`src/hw/rtl/spq_pkg.sv`:
```
package spq_pkg;

  typedef enum logic [2:0] {
    K_ENQ    = 3'd0,
    K_MARK   = 3'd1,
    K_COMMIT = 3'd2,
    K_TICK   = 3'd3,
    K_FETCH  = 3'd4,
    K_SENT   = 3'd5,
    K_RESET  = 3'd6,
    K_NOP    = 3'd7
  } kind_t;

  typedef enum logic [1:0] {
    ST_DONE    = 2'd0,
    ST_FULL    = 2'd1,
    ST_NOPEND  = 2'd2,
    ST_NOMATCH = 2'd3
  } status_t;

  typedef enum logic [2:0] {
    CELL_HOLD    = 3'd0,
    CELL_LOAD    = 3'd1,
    CELL_MARK    = 3'd2,
    CELL_ROT     = 3'd3,
    CELL_SHIFT   = 3'd4,
    CELL_COMPACT = 3'd5,
    CELL_DEC     = 3'd6
  } cell_op_t;

  // Widths cover the largest supported queue depth (64).
  localparam int POS_W = 6;
  localparam int CNT_W = 7;

  typedef struct packed {
    logic [31:0] tag;
    logic [7:0]  slot;
    logic [11:0] off;
    logic [7:0]  rep;
    logic        eoq;
    logic        del;
  } entry_t;

  typedef struct packed {
    cell_op_t         op;
    logic [POS_W-1:0] pos;
    logic [CNT_W-1:0] count;
  } cell_ctrl_t;

endpackage

```
`src/hw/rtl/slot_parity_tx_queue_scheduler_top.sv`:
```
// Enqueue, mark delete, engine reset, NOP, tick with a message pending, and fetch with a message
//   pending or with no tick seen are handled in idle; the result strobe follows the next cycle.
// Tick/fetch scheduling and mark sent rotate the cell ring once in S_SCAN, then finish in S_FIN.
// Commit deletions removes one marked entry per cycle in S_COMPACT until none is left.
// One transaction at a time (busy high while working); the receiver cannot stall.
// Reset (rst_n low, synchronous): queue empty, nothing pending, max_entries = 10.
module slot_parity_tx_queue_scheduler_top #(
  parameter int QUEUE_DEPTH = 16
) (
  input  logic        clk,
  input  logic        rst_n,
  input  logic        start,
  output logic        busy,
  input  logic [2:0]  in_kind,
  input  logic [31:0] in_msg_tag,
  input  logic        in_end_of_qso,
  input  logic [7:0]  in_slot_id,
  input  logic [11:0] in_offset_hz,
  input  logic [7:0]  in_repeat_count,
  input  logic [3:0]  in_entry_index,
  input  logic [31:0] in_slot_index,
  input  logic        in_slot_parity,
  input  logic        cfg_we,
  input  logic [4:0]  cfg_wdata,
  output logic        out_valid,
  output logic [1:0]  out_status,
  output logic        out_has_entry,
  output logic [31:0] out_tag,
  output logic [7:0]  out_slot_id,
  output logic [11:0] out_offset_hz,
  output logic [7:0]  out_repeat_count,
  output logic        out_end_of_qso,
  output logic [4:0]  out_queue_count,
  output logic        out_pending_flag
);

  localparam int IW = $clog2(QUEUE_DEPTH);
  localparam int CW = $clog2(QUEUE_DEPTH + 1);
  localparam int W  = (CW > 5) ? CW : 5;

  typedef enum logic [3:0] {
    S_IDLE    = 4'b0001,
    S_SCAN    = 4'b0010,
    S_FIN     = 4'b0100,
    S_COMPACT = 4'b1000
  } state_t;

  state_t state_r, state_nxt;

  // latched transaction
  logic [2:0]  kind_r, kind_nxt;
  logic [31:0] tag_r, tag_nxt;
  logic [7:0]  slot_r, slot_nxt;
  logic [11:0] off_r, off_nxt;
  logic [31:0] sidx_r, sidx_nxt;

  logic [CW-1:0] count_r, count_nxt;
  logic [4:0]    max_r, max_nxt;

  // pending message
  logic            pend_valid_r, pend_valid_nxt;
  spq_pkg::entry_t pend_entry_r, pend_entry_nxt;
  logic [IW-1:0]   pend_pos_r, pend_pos_nxt;
  logic            pend_ok_r, pend_ok_nxt;

  // last sent and last tick
  logic [31:0] last_slot_r, last_slot_nxt;
  logic        last_par_r, last_par_nxt;
  logic        last_ok_r, last_ok_nxt;
  logic [31:0] sched_slot_r, sched_slot_nxt;
  logic        sched_par_r, sched_par_nxt;
  logic        sched_ok_r, sched_ok_nxt;

  // scan
  logic [IW-1:0]   step_r, step_nxt;
  logic            found_r, found_nxt;
  logic [IW-1:0]   best_pos_r, best_pos_nxt;
  spq_pkg::entry_t best_r, best_nxt;
  logic            mfound_r, mfound_nxt;
  logic [IW-1:0]   mpos_r, mpos_nxt;
  logic [7:0]      mrep_r, mrep_nxt;
  logic            mdel_r, mdel_nxt;
  logic            pfound_r, pfound_nxt;
  logic [7:0]      prep_r, prep_nxt;
  logic            pdel_r, pdel_nxt;

  // result
  logic        out_valid_r, out_valid_nxt;
  logic [1:0]  out_status_r, out_status_nxt;
  logic        out_has_r, out_has_nxt;
  spq_pkg::entry_t out_entry_r, out_entry_nxt;
  logic [4:0]  out_count_r, out_count_nxt;
  logic        out_pend_r, out_pend_nxt;

  // cell ring
  spq_pkg::cell_ctrl_t cell_ctrl;
  spq_pkg::entry_t     new_entry;
  spq_pkg::entry_t     cell_q [QUEUE_DEPTH];
  logic                chain [QUEUE_DEPTH];

  assign new_entry = '{tag: in_msg_tag, slot: in_slot_id, off: in_offset_hz,
                       rep: in_repeat_count, eoq: in_end_of_qso, del: 1'b0};

  for (genvar g = 0; g < QUEUE_DEPTH; g++) begin : g_cell
    spq_cell #(.IDX(g)) u_cell (
      .clk        (clk),
      .ctrl       (cell_ctrl),
      .new_entry  (new_entry),
      .next_entry (cell_q[(g + 1) % QUEUE_DEPTH]),
      .chain_in   ((g == 0) ? 1'b0 : chain[(g == 0) ? 0 : g - 1]),
      .chain_out  (chain[g]),
      .entry      (cell_q[g])
    );
  end

  spq_pkg::entry_t cur;
  logic            in_range;
  logic            key_hit;
  logic            blank;
  logic            fin;
  logic [1:0]      fin_status;
  logic            fin_has;
  spq_pkg::entry_t fin_entry;
  logic            hit;
  logic [IW-1:0]   hit_pos;
  logic [7:0]      hit_rep;
  logic            hit_del;
  logic [7:0]      new_rep;
  logic            sched_now;

  assign cur      = cell_q[0];
  assign in_range = CW'(step_r) < count_r;
  assign key_hit  = (cur.tag == tag_r) && (cur.slot == slot_r) && (cur.off == off_r);
  assign blank    = last_ok_r && (last_par_r != sched_par_r) &&
                    (sched_slot_r == last_slot_r + 32'd1);

  always_comb begin
    state_nxt      = state_r;
    kind_nxt       = kind_r;
    tag_nxt        = tag_r;
    slot_nxt       = slot_r;
    off_nxt        = off_r;
    sidx_nxt       = sidx_r;
    count_nxt      = count_r;
    max_nxt        = cfg_we ? cfg_wdata : max_r;
    pend_valid_nxt = pend_valid_r;
    pend_entry_nxt = pend_entry_r;
    pend_pos_nxt   = pend_pos_r;
    pend_ok_nxt    = pend_ok_r;
    last_slot_nxt  = last_slot_r;
    last_par_nxt   = last_par_r;
    last_ok_nxt    = last_ok_r;
    sched_slot_nxt = sched_slot_r;
    sched_par_nxt  = sched_par_r;
    sched_ok_nxt   = sched_ok_r;
    step_nxt       = step_r;
    found_nxt      = found_r;
    best_pos_nxt   = best_pos_r;
    best_nxt       = best_r;
    mfound_nxt     = mfound_r;
    mpos_nxt       = mpos_r;
    mrep_nxt       = mrep_r;
    mdel_nxt       = mdel_r;
    pfound_nxt     = pfound_r;
    prep_nxt       = prep_r;
    pdel_nxt       = pdel_r;
    cell_ctrl      = '{op: spq_pkg::CELL_HOLD, pos: '0,
                       count: spq_pkg::CNT_W'(count_r)};
    fin            = 1'b0;
    fin_status     = spq_pkg::ST_DONE;
    fin_has        = 1'b0;
    fin_entry      = '0;
    hit            = 1'b0;
    hit_pos        = '0;
    hit_rep        = '0;
    hit_del        = 1'b0;
    new_rep        = '0;
    sched_now      = 1'b0;

    unique case (state_r)
      S_IDLE: begin
        if (start) begin
          kind_nxt = in_kind;
          tag_nxt  = in_msg_tag;
          slot_nxt = in_slot_id;
          off_nxt  = in_offset_hz;
          sidx_nxt = in_slot_index;
          case (spq_pkg::kind_t'(in_kind))
            spq_pkg::K_ENQ: begin
              fin = 1'b1;
              if ((W'(count_r) >= W'(max_r)) || (count_r >= CW'(QUEUE_DEPTH))) begin
                fin_status = spq_pkg::ST_FULL;
              end else begin
                cell_ctrl.op = spq_pkg::CELL_LOAD;
                count_nxt    = count_r + CW'(1);
              end
            end
            spq_pkg::K_MARK: begin
              fin = 1'b1;
              if (W'(in_entry_index) < W'(count_r)) begin
                cell_ctrl.op  = spq_pkg::CELL_MARK;
                cell_ctrl.pos = spq_pkg::POS_W'(in_entry_index);
              end else begin
                fin_status = spq_pkg::ST_NOMATCH;
              end
            end
            spq_pkg::K_COMMIT: begin
              state_nxt = S_COMPACT;
            end
            spq_pkg::K_TICK: begin
              sched_slot_nxt = in_slot_index;
              sched_par_nxt  = in_slot_parity;
              sched_ok_nxt   = 1'b1;
              if (pend_valid_r) fin = 1'b1;
              else sched_now = 1'b1;
            end
            spq_pkg::K_FETCH: begin
              if (pend_valid_r) begin
                fin            = 1'b1;
                fin_has        = 1'b1;
                fin_entry      = pend_entry_r;
                pend_valid_nxt = 1'b0;
              end else if (sched_ok_r) begin
                sched_now = 1'b1;
              end else begin
                fin        = 1'b1;
                fin_status = spq_pkg::ST_NOPEND;
              end
            end
            spq_pkg::K_SENT: begin
              sched_now = 1'b1;
            end
            spq_pkg::K_RESET: begin
              fin            = 1'b1;
              pend_valid_nxt = 1'b0;
              pend_ok_nxt    = 1'b0;
              pend_pos_nxt   = '0;
              last_slot_nxt  = '0;
              last_par_nxt   = 1'b0;
              last_ok_nxt    = 1'b0;
              sched_slot_nxt = '0;
              sched_par_nxt  = 1'b0;
              sched_ok_nxt   = 1'b0;
            end
            default: begin
              fin = 1'b1;
            end
          endcase
          if (sched_now) begin
            state_nxt  = S_SCAN;
            step_nxt   = '0;
            found_nxt  = 1'b0;
            mfound_nxt = 1'b0;
            pfound_nxt = 1'b0;
          end
        end
      end

      S_SCAN: begin
        // cell 0 holds queue position step_r this cycle
        cell_ctrl.op = spq_pkg::CELL_ROT;
        if (kind_r == spq_pkg::K_SENT) begin
          if (in_range && key_hit && !mfound_r) begin
            mfound_nxt = 1'b1;
            mpos_nxt   = step_r;
            mrep_nxt   = cur.rep;
            mdel_nxt   = cur.del;
          end
          if (in_range && key_hit && pend_ok_r && (step_r == pend_pos_r)) begin
            pfound_nxt = 1'b1;
            prep_nxt   = cur.rep;
            pdel_nxt   = cur.del;
          end
        end else begin
          // ascending scan: ">=" keeps the newest among equal priorities
          if (in_range && !cur.del && (cur.slot[0] == sched_par_r) &&
              (!found_r || (cur.eoq >= best_r.eoq))) begin
            found_nxt    = 1'b1;
            best_pos_nxt = step_r;
            best_nxt     = cur;
          end
        end
        step_nxt = step_r + IW'(1);
        if (step_r == IW'(QUEUE_DEPTH - 1)) state_nxt = S_FIN;
      end

      S_FIN: begin
        state_nxt = S_IDLE;
        fin       = 1'b1;
        if (kind_r == spq_pkg::K_SENT) begin
          last_slot_nxt  = sidx_r;
          last_par_nxt   = slot_r[0];
          last_ok_nxt    = 1'b1;
          pend_valid_nxt = 1'b0;
          pend_ok_nxt    = 1'b0;
          hit            = pfound_r | mfound_r;
          hit_pos        = pfound_r ? pend_pos_r : mpos_r;
          hit_rep        = pfound_r ? prep_r : mrep_r;
          hit_del        = pfound_r ? pdel_r : mdel_r;
          new_rep        = (hit_rep != 8'd0) ? hit_rep - 8'd1 : 8'd0;
          cell_ctrl.pos  = spq_pkg::POS_W'(hit_pos);
          if (!hit) begin
            fin_status = spq_pkg::ST_NOMATCH;
          end else if ((new_rep == 8'd0) || hit_del) begin
            cell_ctrl.op = spq_pkg::CELL_SHIFT;
            count_nxt    = count_r - CW'(1);
          end else begin
            cell_ctrl.op = spq_pkg::CELL_DEC;
          end
        end else begin
          if (found_r && !blank) begin
            pend_entry_nxt = best_r;
            pend_pos_nxt   = best_pos_r;
            pend_ok_nxt    = 1'b1;
            pend_valid_nxt = 1'b1;
          end
          if (kind_r == spq_pkg::K_FETCH) begin
            if (found_r && !blank) begin
              fin_has        = 1'b1;
              fin_entry      = best_r;
              pend_valid_nxt = 1'b0;
            end else begin
              fin_status = spq_pkg::ST_NOPEND;
            end
          end
        end
      end

      S_COMPACT: begin
        // drop the lowest marked entry each cycle until none is left
        cell_ctrl.op = spq_pkg::CELL_COMPACT;
        if (chain[QUEUE_DEPTH-1]) begin
          count_nxt = count_r - CW'(1);
        end else begin
          state_nxt = S_IDLE;
          fin       = 1'b1;
        end
      end

      default: begin
        state_nxt = S_IDLE;
      end
    endcase

    out_valid_nxt  = fin;
    out_status_nxt = fin ? fin_status : out_status_r;
    out_has_nxt    = fin ? fin_has : out_has_r;
    out_entry_nxt  = fin ? fin_entry : out_entry_r;
    out_count_nxt  = fin ? 5'(count_nxt) : out_count_r;
    out_pend_nxt   = fin ? pend_valid_nxt : out_pend_r;
  end

  always_ff @(posedge clk) begin
    if (!rst_n) begin
      state_r      <= S_IDLE;
      count_r      <= '0;
      max_r        <= 5'd10;
      pend_valid_r <= 1'b0;
      pend_ok_r    <= 1'b0;
      pend_pos_r   <= '0;
      last_slot_r  <= '0;
      last_par_r   <= 1'b0;
      last_ok_r    <= 1'b0;
      sched_slot_r <= '0;
      sched_par_r  <= 1'b0;
      sched_ok_r   <= 1'b0;
      step_r       <= '0;
      found_r      <= 1'b0;
      mfound_r     <= 1'b0;
      pfound_r     <= 1'b0;
      out_valid_r  <= 1'b0;
    end else begin
      state_r      <= state_nxt;
      count_r      <= count_nxt;
      max_r        <= max_nxt;
      pend_valid_r <= pend_valid_nxt;
      pend_ok_r    <= pend_ok_nxt;
      pend_pos_r   <= pend_pos_nxt;
      last_slot_r  <= last_slot_nxt;
      last_par_r   <= last_par_nxt;
      last_ok_r    <= last_ok_nxt;
      sched_slot_r <= sched_slot_nxt;
      sched_par_r  <= sched_par_nxt;
      sched_ok_r   <= sched_ok_nxt;
      step_r       <= step_nxt;
      found_r      <= found_nxt;
      mfound_r     <= mfound_nxt;
      pfound_r     <= pfound_nxt;
      out_valid_r  <= out_valid_nxt;
    end
  end

  // payload, no reset
  always_ff @(posedge clk) begin
    kind_r       <= kind_nxt;
    tag_r        <= tag_nxt;
    slot_r       <= slot_nxt;
    off_r        <= off_nxt;
    sidx_r       <= sidx_nxt;
    pend_entry_r <= pend_entry_nxt;
    best_pos_r   <= best_pos_nxt;
    best_r       <= best_nxt;
    mpos_r       <= mpos_nxt;
    mrep_r       <= mrep_nxt;
    mdel_r       <= mdel_nxt;
    prep_r       <= prep_nxt;
    pdel_r       <= pdel_nxt;
    out_status_r <= out_status_nxt;
    out_has_r    <= out_has_nxt;
    out_entry_r  <= out_entry_nxt;
    out_count_r  <= out_count_nxt;
    out_pend_r   <= out_pend_nxt;
  end

  assign busy             = (state_r != S_IDLE);
  assign out_valid        = out_valid_r;
  assign out_status       = out_status_r;
  assign out_has_entry    = out_has_r;
  assign out_tag          = out_entry_r.tag;
  assign out_slot_id      = out_entry_r.slot;
  assign out_offset_hz    = out_entry_r.off;
  assign out_repeat_count = out_entry_r.rep;
  assign out_end_of_qso   = out_entry_r.eoq;
  assign out_queue_count  = out_count_r;
  assign out_pending_flag = out_pend_r;

endmodule

```
`src/hw/rtl/spq_cell.sv`:
```
// One queue position. Takes its upper neighbor on rotate/shift/compact.
module spq_cell #(
  parameter int IDX = 0
) (
  input  logic               clk,
  input  spq_pkg::cell_ctrl_t ctrl,
  input  spq_pkg::entry_t    new_entry,
  input  spq_pkg::entry_t    next_entry,
  input  logic               chain_in,
  output logic               chain_out,
  output spq_pkg::entry_t    entry
);

  spq_pkg::entry_t entry_r;
  logic occ;
  logic here;
  logic kill;

  assign occ  = spq_pkg::CNT_W'(IDX) < ctrl.count;
  assign here = spq_pkg::POS_W'(IDX) == ctrl.pos;

  always_comb begin
    case (ctrl.op)
      spq_pkg::CELL_SHIFT:   kill = here;
      spq_pkg::CELL_COMPACT: kill = entry_r.del && occ;
      default:               kill = 1'b0;
    endcase
  end

  // prefix-OR: every cell at or above the first removed one moves down
  assign chain_out = chain_in | kill;

  always_ff @(posedge clk) begin
    unique case (ctrl.op) inside
      spq_pkg::CELL_LOAD: begin
        if (spq_pkg::CNT_W'(IDX) == ctrl.count) entry_r <= new_entry;
      end
      spq_pkg::CELL_MARK: begin
        if (here) entry_r.del <= 1'b1;
      end
      spq_pkg::CELL_ROT: begin
        entry_r <= next_entry;
      end
      spq_pkg::CELL_SHIFT, spq_pkg::CELL_COMPACT: begin
        if (chain_out) entry_r <= next_entry;
      end
      spq_pkg::CELL_DEC: begin
        if (here && entry_r.rep != 8'd0) entry_r.rep <= entry_r.rep - 8'd1;
      end
      default: begin
        entry_r <= entry_r;
      end
    endcase
  end

  assign entry = entry_r;

endmodule
```
`config.mk`:
```
export PLATFORM = sky130hd
export DESIGN_NAME = slot_parity_tx_queue_scheduler_top
export DESIGN_NICKNAME = d
export VERILOG_FILES = /design/src/hw/rtl/spq_pkg.sv /design/src/hw/rtl/slot_parity_tx_queue_scheduler_top.sv /design/src/hw/rtl/spq_cell.sv
export SDC_FILE = /design/constraint.sdc
export NUM_CORES = 2
export LEC_CHECK = 0
export BUFFER_PORTS_ARGS = -buffer_cell sky130_fd_sc_hd__buf_2
export CAP_MARGIN = 20
export CELL_PAD_IN_SITES_DETAIL_PLACEMENT = 0
export CELL_PAD_IN_SITES_GLOBAL_PLACEMENT = 1
export CORE_UTILIZATION = 50
export DETAILED_ROUTE_END_ITERATION = 16
export PLACE_DENSITY = 0.75
export SLEW_MARGIN = 20
export SYNTH_ARGS = -nofsm -noshare
export SYNTH_HDL_FRONTEND = slang
export SYNTH_SLANG_ARGS = --single-unit
export TNS_END_PERCENT = 50
```
`constraint.sdc`:
```
create_clock -name clk -period 10.6 [get_ports clk]
set_input_delay 0 -clock clk [delete_from_list [all_inputs] [get_ports clk]]
set_output_delay 0 -clock clk [all_outputs]
set_load 0.02 [all_outputs]
```
==> summary.md <==
| Metric | Value |
|---|---|
| Status | `finished clean` |
| Wire per inst | `22.5 µm` |
| Final Hold Fails | `0` |
| Pleak | `24.2 nW` |
| Final setup viols | `0` |
| Sw frac | `25.3%` |
| Share of post-route cells with drive strength above 1 | `9.68%` |
| WP data arrival | `6410 ps` |
| Dpl hpwl | `88.6 mm` |
| RSZ-0062 raised after global routing | `no` |
| Clk pin slew, worst setup/hold paths | `60 ps` |
| WS Path Type | `reg -> reg` |
| Post-synth EDFFs | `1297` |
| Initial antenna violation count | `6` |
| CTS tree | `built` |
| Full die area | `0.118 mm²` |
| Gate power share | `10.2%` |
| Clock Tree Buf Depth | `3` |
| Inst Count DP | `6285` |
| Multi-input gate area | `0.0162 mm²` |
| Clk pwr share | `38.3%` |
| Antenna Nets Post-Route | `0` |
| Slew HR | `21.8%` |
| Effective utilization at floorplan | `50.7%` |
| First-pass GRT wire length | `229 mm` |
| PortBufs | `181` |
| Tmin final | `5810 ps` |
| Die height | `343 µm` |
| CP Data Required Time | `11200 ps` |
| Actual slew at the worst max-slew pin | `1170 ps` |
| Crit share post-route | `54.8%` |
| Area Growth Syn to Fin | `15.0%` |
| DRC | `0` |
| FF+latch area | `0.0409 mm²` |
| TNS Setup | `0 ps` |
| Synth cell types | `93` |
| Clock Latency Late Sink | `760 ps` |
| Via count | `38100` |
| Gr usage total | `25.8%` |
| Final nets | `5252` |
| Post-CTS resize count | `0` |
| H-tree depth | `4` |
| Max frequency | `172 MHz` |
| Max-slew violations | `0` |
| Sw Pwr | `3.32 mW` |
| Cts hold-fix bufs | `172` |
| Initial drt markers | `3910` |
| Largest net degree at the start of global routing | `109` |
| Die extent in x | `343 µm` |
| Post-synthesis register bit count | `1393` |
| Pwr Total | `13.1 mW` |
| Sink count of the clock tree | `1393` |
| Fillcell total | `9444` |
| CTS root buf | `clkbuf_16` |
| Sequential Power Share | `51.4%` |
| CORE AREA | `0.115 mm²` |
| Flop-to-flop setup slack | `4790 ps` |
| Synthesized cell area | `0.0582 mm²` |
| Worst-path fanout max | `108` |
| Syn Inst Count | `4797` |
| Max Cap Viol | `0` |
| Total Wirelength | `151 mm` |
| Grt ovf | `0` |
| DRT Pass-1 Iters | `6` |
| Vias/cell | `5.66` |
| Setup Skew | `33.0 ps` |
| Non-Filler Instances | `6721` |
| Inserted Diodes | `0` |
| WHS Path Cells | `2` |
| Cts bufs inserted | `147` |
| CP Launch Type | `flip-flop` |
| Post-CTS Setup Bufs | `0` |
| Worst Hold Class | `in -> reg` |
| Register area share after synthesis | `70.3%` |
| Synthesized Nets | `4955` |
| Syn. warnings | `0` |
| Io pins | `182` |
| Synth async-reset ratio | `0%` |
| Rows | `124` |
| Most used flip-flop cell after synthesis | `edfxtp_1` |
| PwrDens | `196 mW/mm²` |
| FF-to-FF path depth | `13` |
| CP endpoint kind | `flip-flop` |
| Vias in the first global route | `36600` |
| Syn Area/Cell | `12.1 µm²` |
| Pint | `9.79 mW` |
| VDD IR max | `165 µV` |
| GPL Wtd Cong | `0.912` |
[final timing paths]
check	from	endpoint
setup / recovery	pfound_r	g_cell[0].u_cell.entry[43]
hold / removal	in_slot_id[2]	slot_r[2]
setup reg to reg	pfound_r	g_cell[0].u_cell.entry[43]
hold reg to reg	best_r[26]	pend_entry_r[26]
[sequential cells by signal, indices dropped and copies added (netlist names), 32 cells and up]
signal / count
g_cell.u_cell.entry: 992
best_r: 61
pend_entry_r: 61
last_slot_r: 32
out_tag: 32
sched_slot_r: 32
sidx_r: 32
tag_r: 32
[power groups by stage]
stage / clock network, mW / logic (mW) / registers [mW]
2_1_floorplan: 0 / 0.744 / 6.86
6_report: 5.02 / 1.34 / 6.74
3_3_place_gp: 0 / 1.28 / 6.85
5_1_grt: 5.29 / 1.47 / 6.78
4_1_cts: 5.11 / 1.36 / 6.74
3_5_place_dp: 0 / 1.30 / 6.85
[critical path: stages (launching register included)]
cell       delay, ps
dfxtp_1          690
mux2i_1          260
ha_1             230
nand2b_1          70
a2111oi_0        570
o211ai_1         250
nor3_1           170
buf_4            230
nor2_1           130
nand2_4          750
buf_4            820
buf_4            950
nand2_1          160
nand2_1          120
[Yosys cell counts (48+ instances only)]
| cell | number | area [µm²] |
|---|---|---|
| buf_2 | 48 | 240 |
| a221o_1 | 100 | 1000 |
| dfxtp_1 | 96 | 1920 |
| ha_1 | 48 | 601 |
| clkbuf_1 | 204 | 766 |
| nand2_1 | 1887 | 7080 |
| edfxtp_1 | 1297 | 38900 |
| inv_1 | 60 | 225 |
| nor2b_1 | 50 | 313 |
| nor3_1 | 59 | 295 |
| xor2_1 | 95 | 832 |
| nor2_1 | 116 | 435 |
| a21oi_1 | 81 | 405 |
| a22o_1 | 93 | 815 |
| xnor2_1 | 96 | 841 |
[per-stage QoR]
| step | util, % | cell area, µm² | hold slack [ps] | worst slack [ps] |
|---|---|---|---|---|
| 2_1_floorplan | - | 58200 | 98.9 | 2020 |
| 3_3_place_gp | 52.7 | 60500 | 192 | 4920 |
| 3_5_place_dp | 52.7 | 60500 | 193 | 4810 |
| 4_1_cts | 58.2 | 66900 | 1.01 | 4770 |
| 5_1_grt | 58.2 | 66900 | 17.8 | 4180 |
| 6_report | 58.2 | 66900 | 37.9 | 4790 |
[cells by family after synthesis]
group | count (synthesis) | share of synthesized area [%]
and+or+nand+nor | 2337 | 16.6
DFF | 1393 | 70.3
AOI/OAI and AO/OA | 492 | 6.73
buffers and inverters | 325 | 2.28
xor gates and xnor gates | 191 | 2.88
adders and majority gates | 48 | 1.03
muxes | 11 | 0.196
[per-layer routing]
layer  wire [µm]  up-vias  track usage [%]  part of all wire, %
met1       68200    18900             37.9                   45
met4        3170        4             6.58                  2.1
met5          23        -                0                0.015
met3       10200      217             4.15                  6.7
met2       69800     1347             40.1                   46
li1            -    17600                -                    -
[layout by cell type, fill, tap and decap left out, drive strengths merged, types with 34 or more instances in the layout]
cell	Yosys	routed
a21oi	81	81
a221o	101	101
a22o	94	94
a22oi	34	34
buf	60	240
clkbuf	204	196
clkinv	0	52
dfxtp	96	96
dlygate4sd3	0	172
edfxtp	1297	1297
ha	48	48
inv	61	69
nand2	1888	1888
nand3	42	42
nor2	117	117
nor2b	50	50
nor3	61	61
nor4	37	37
o221ai	35	35
xnor2	96	96
xor2	95	95
[layout make-up]
class	instances	share of cell area, %
clock buffer	196	5.96
inverter	61	0.346
multi-input combinational	3079	24.2
timing repair buffer	412	4.59
sequential	1393	61.1
tap	1512	2.83
clock inverter	68	0.988
Note: power is estimated with default switching activity, not from simulation.
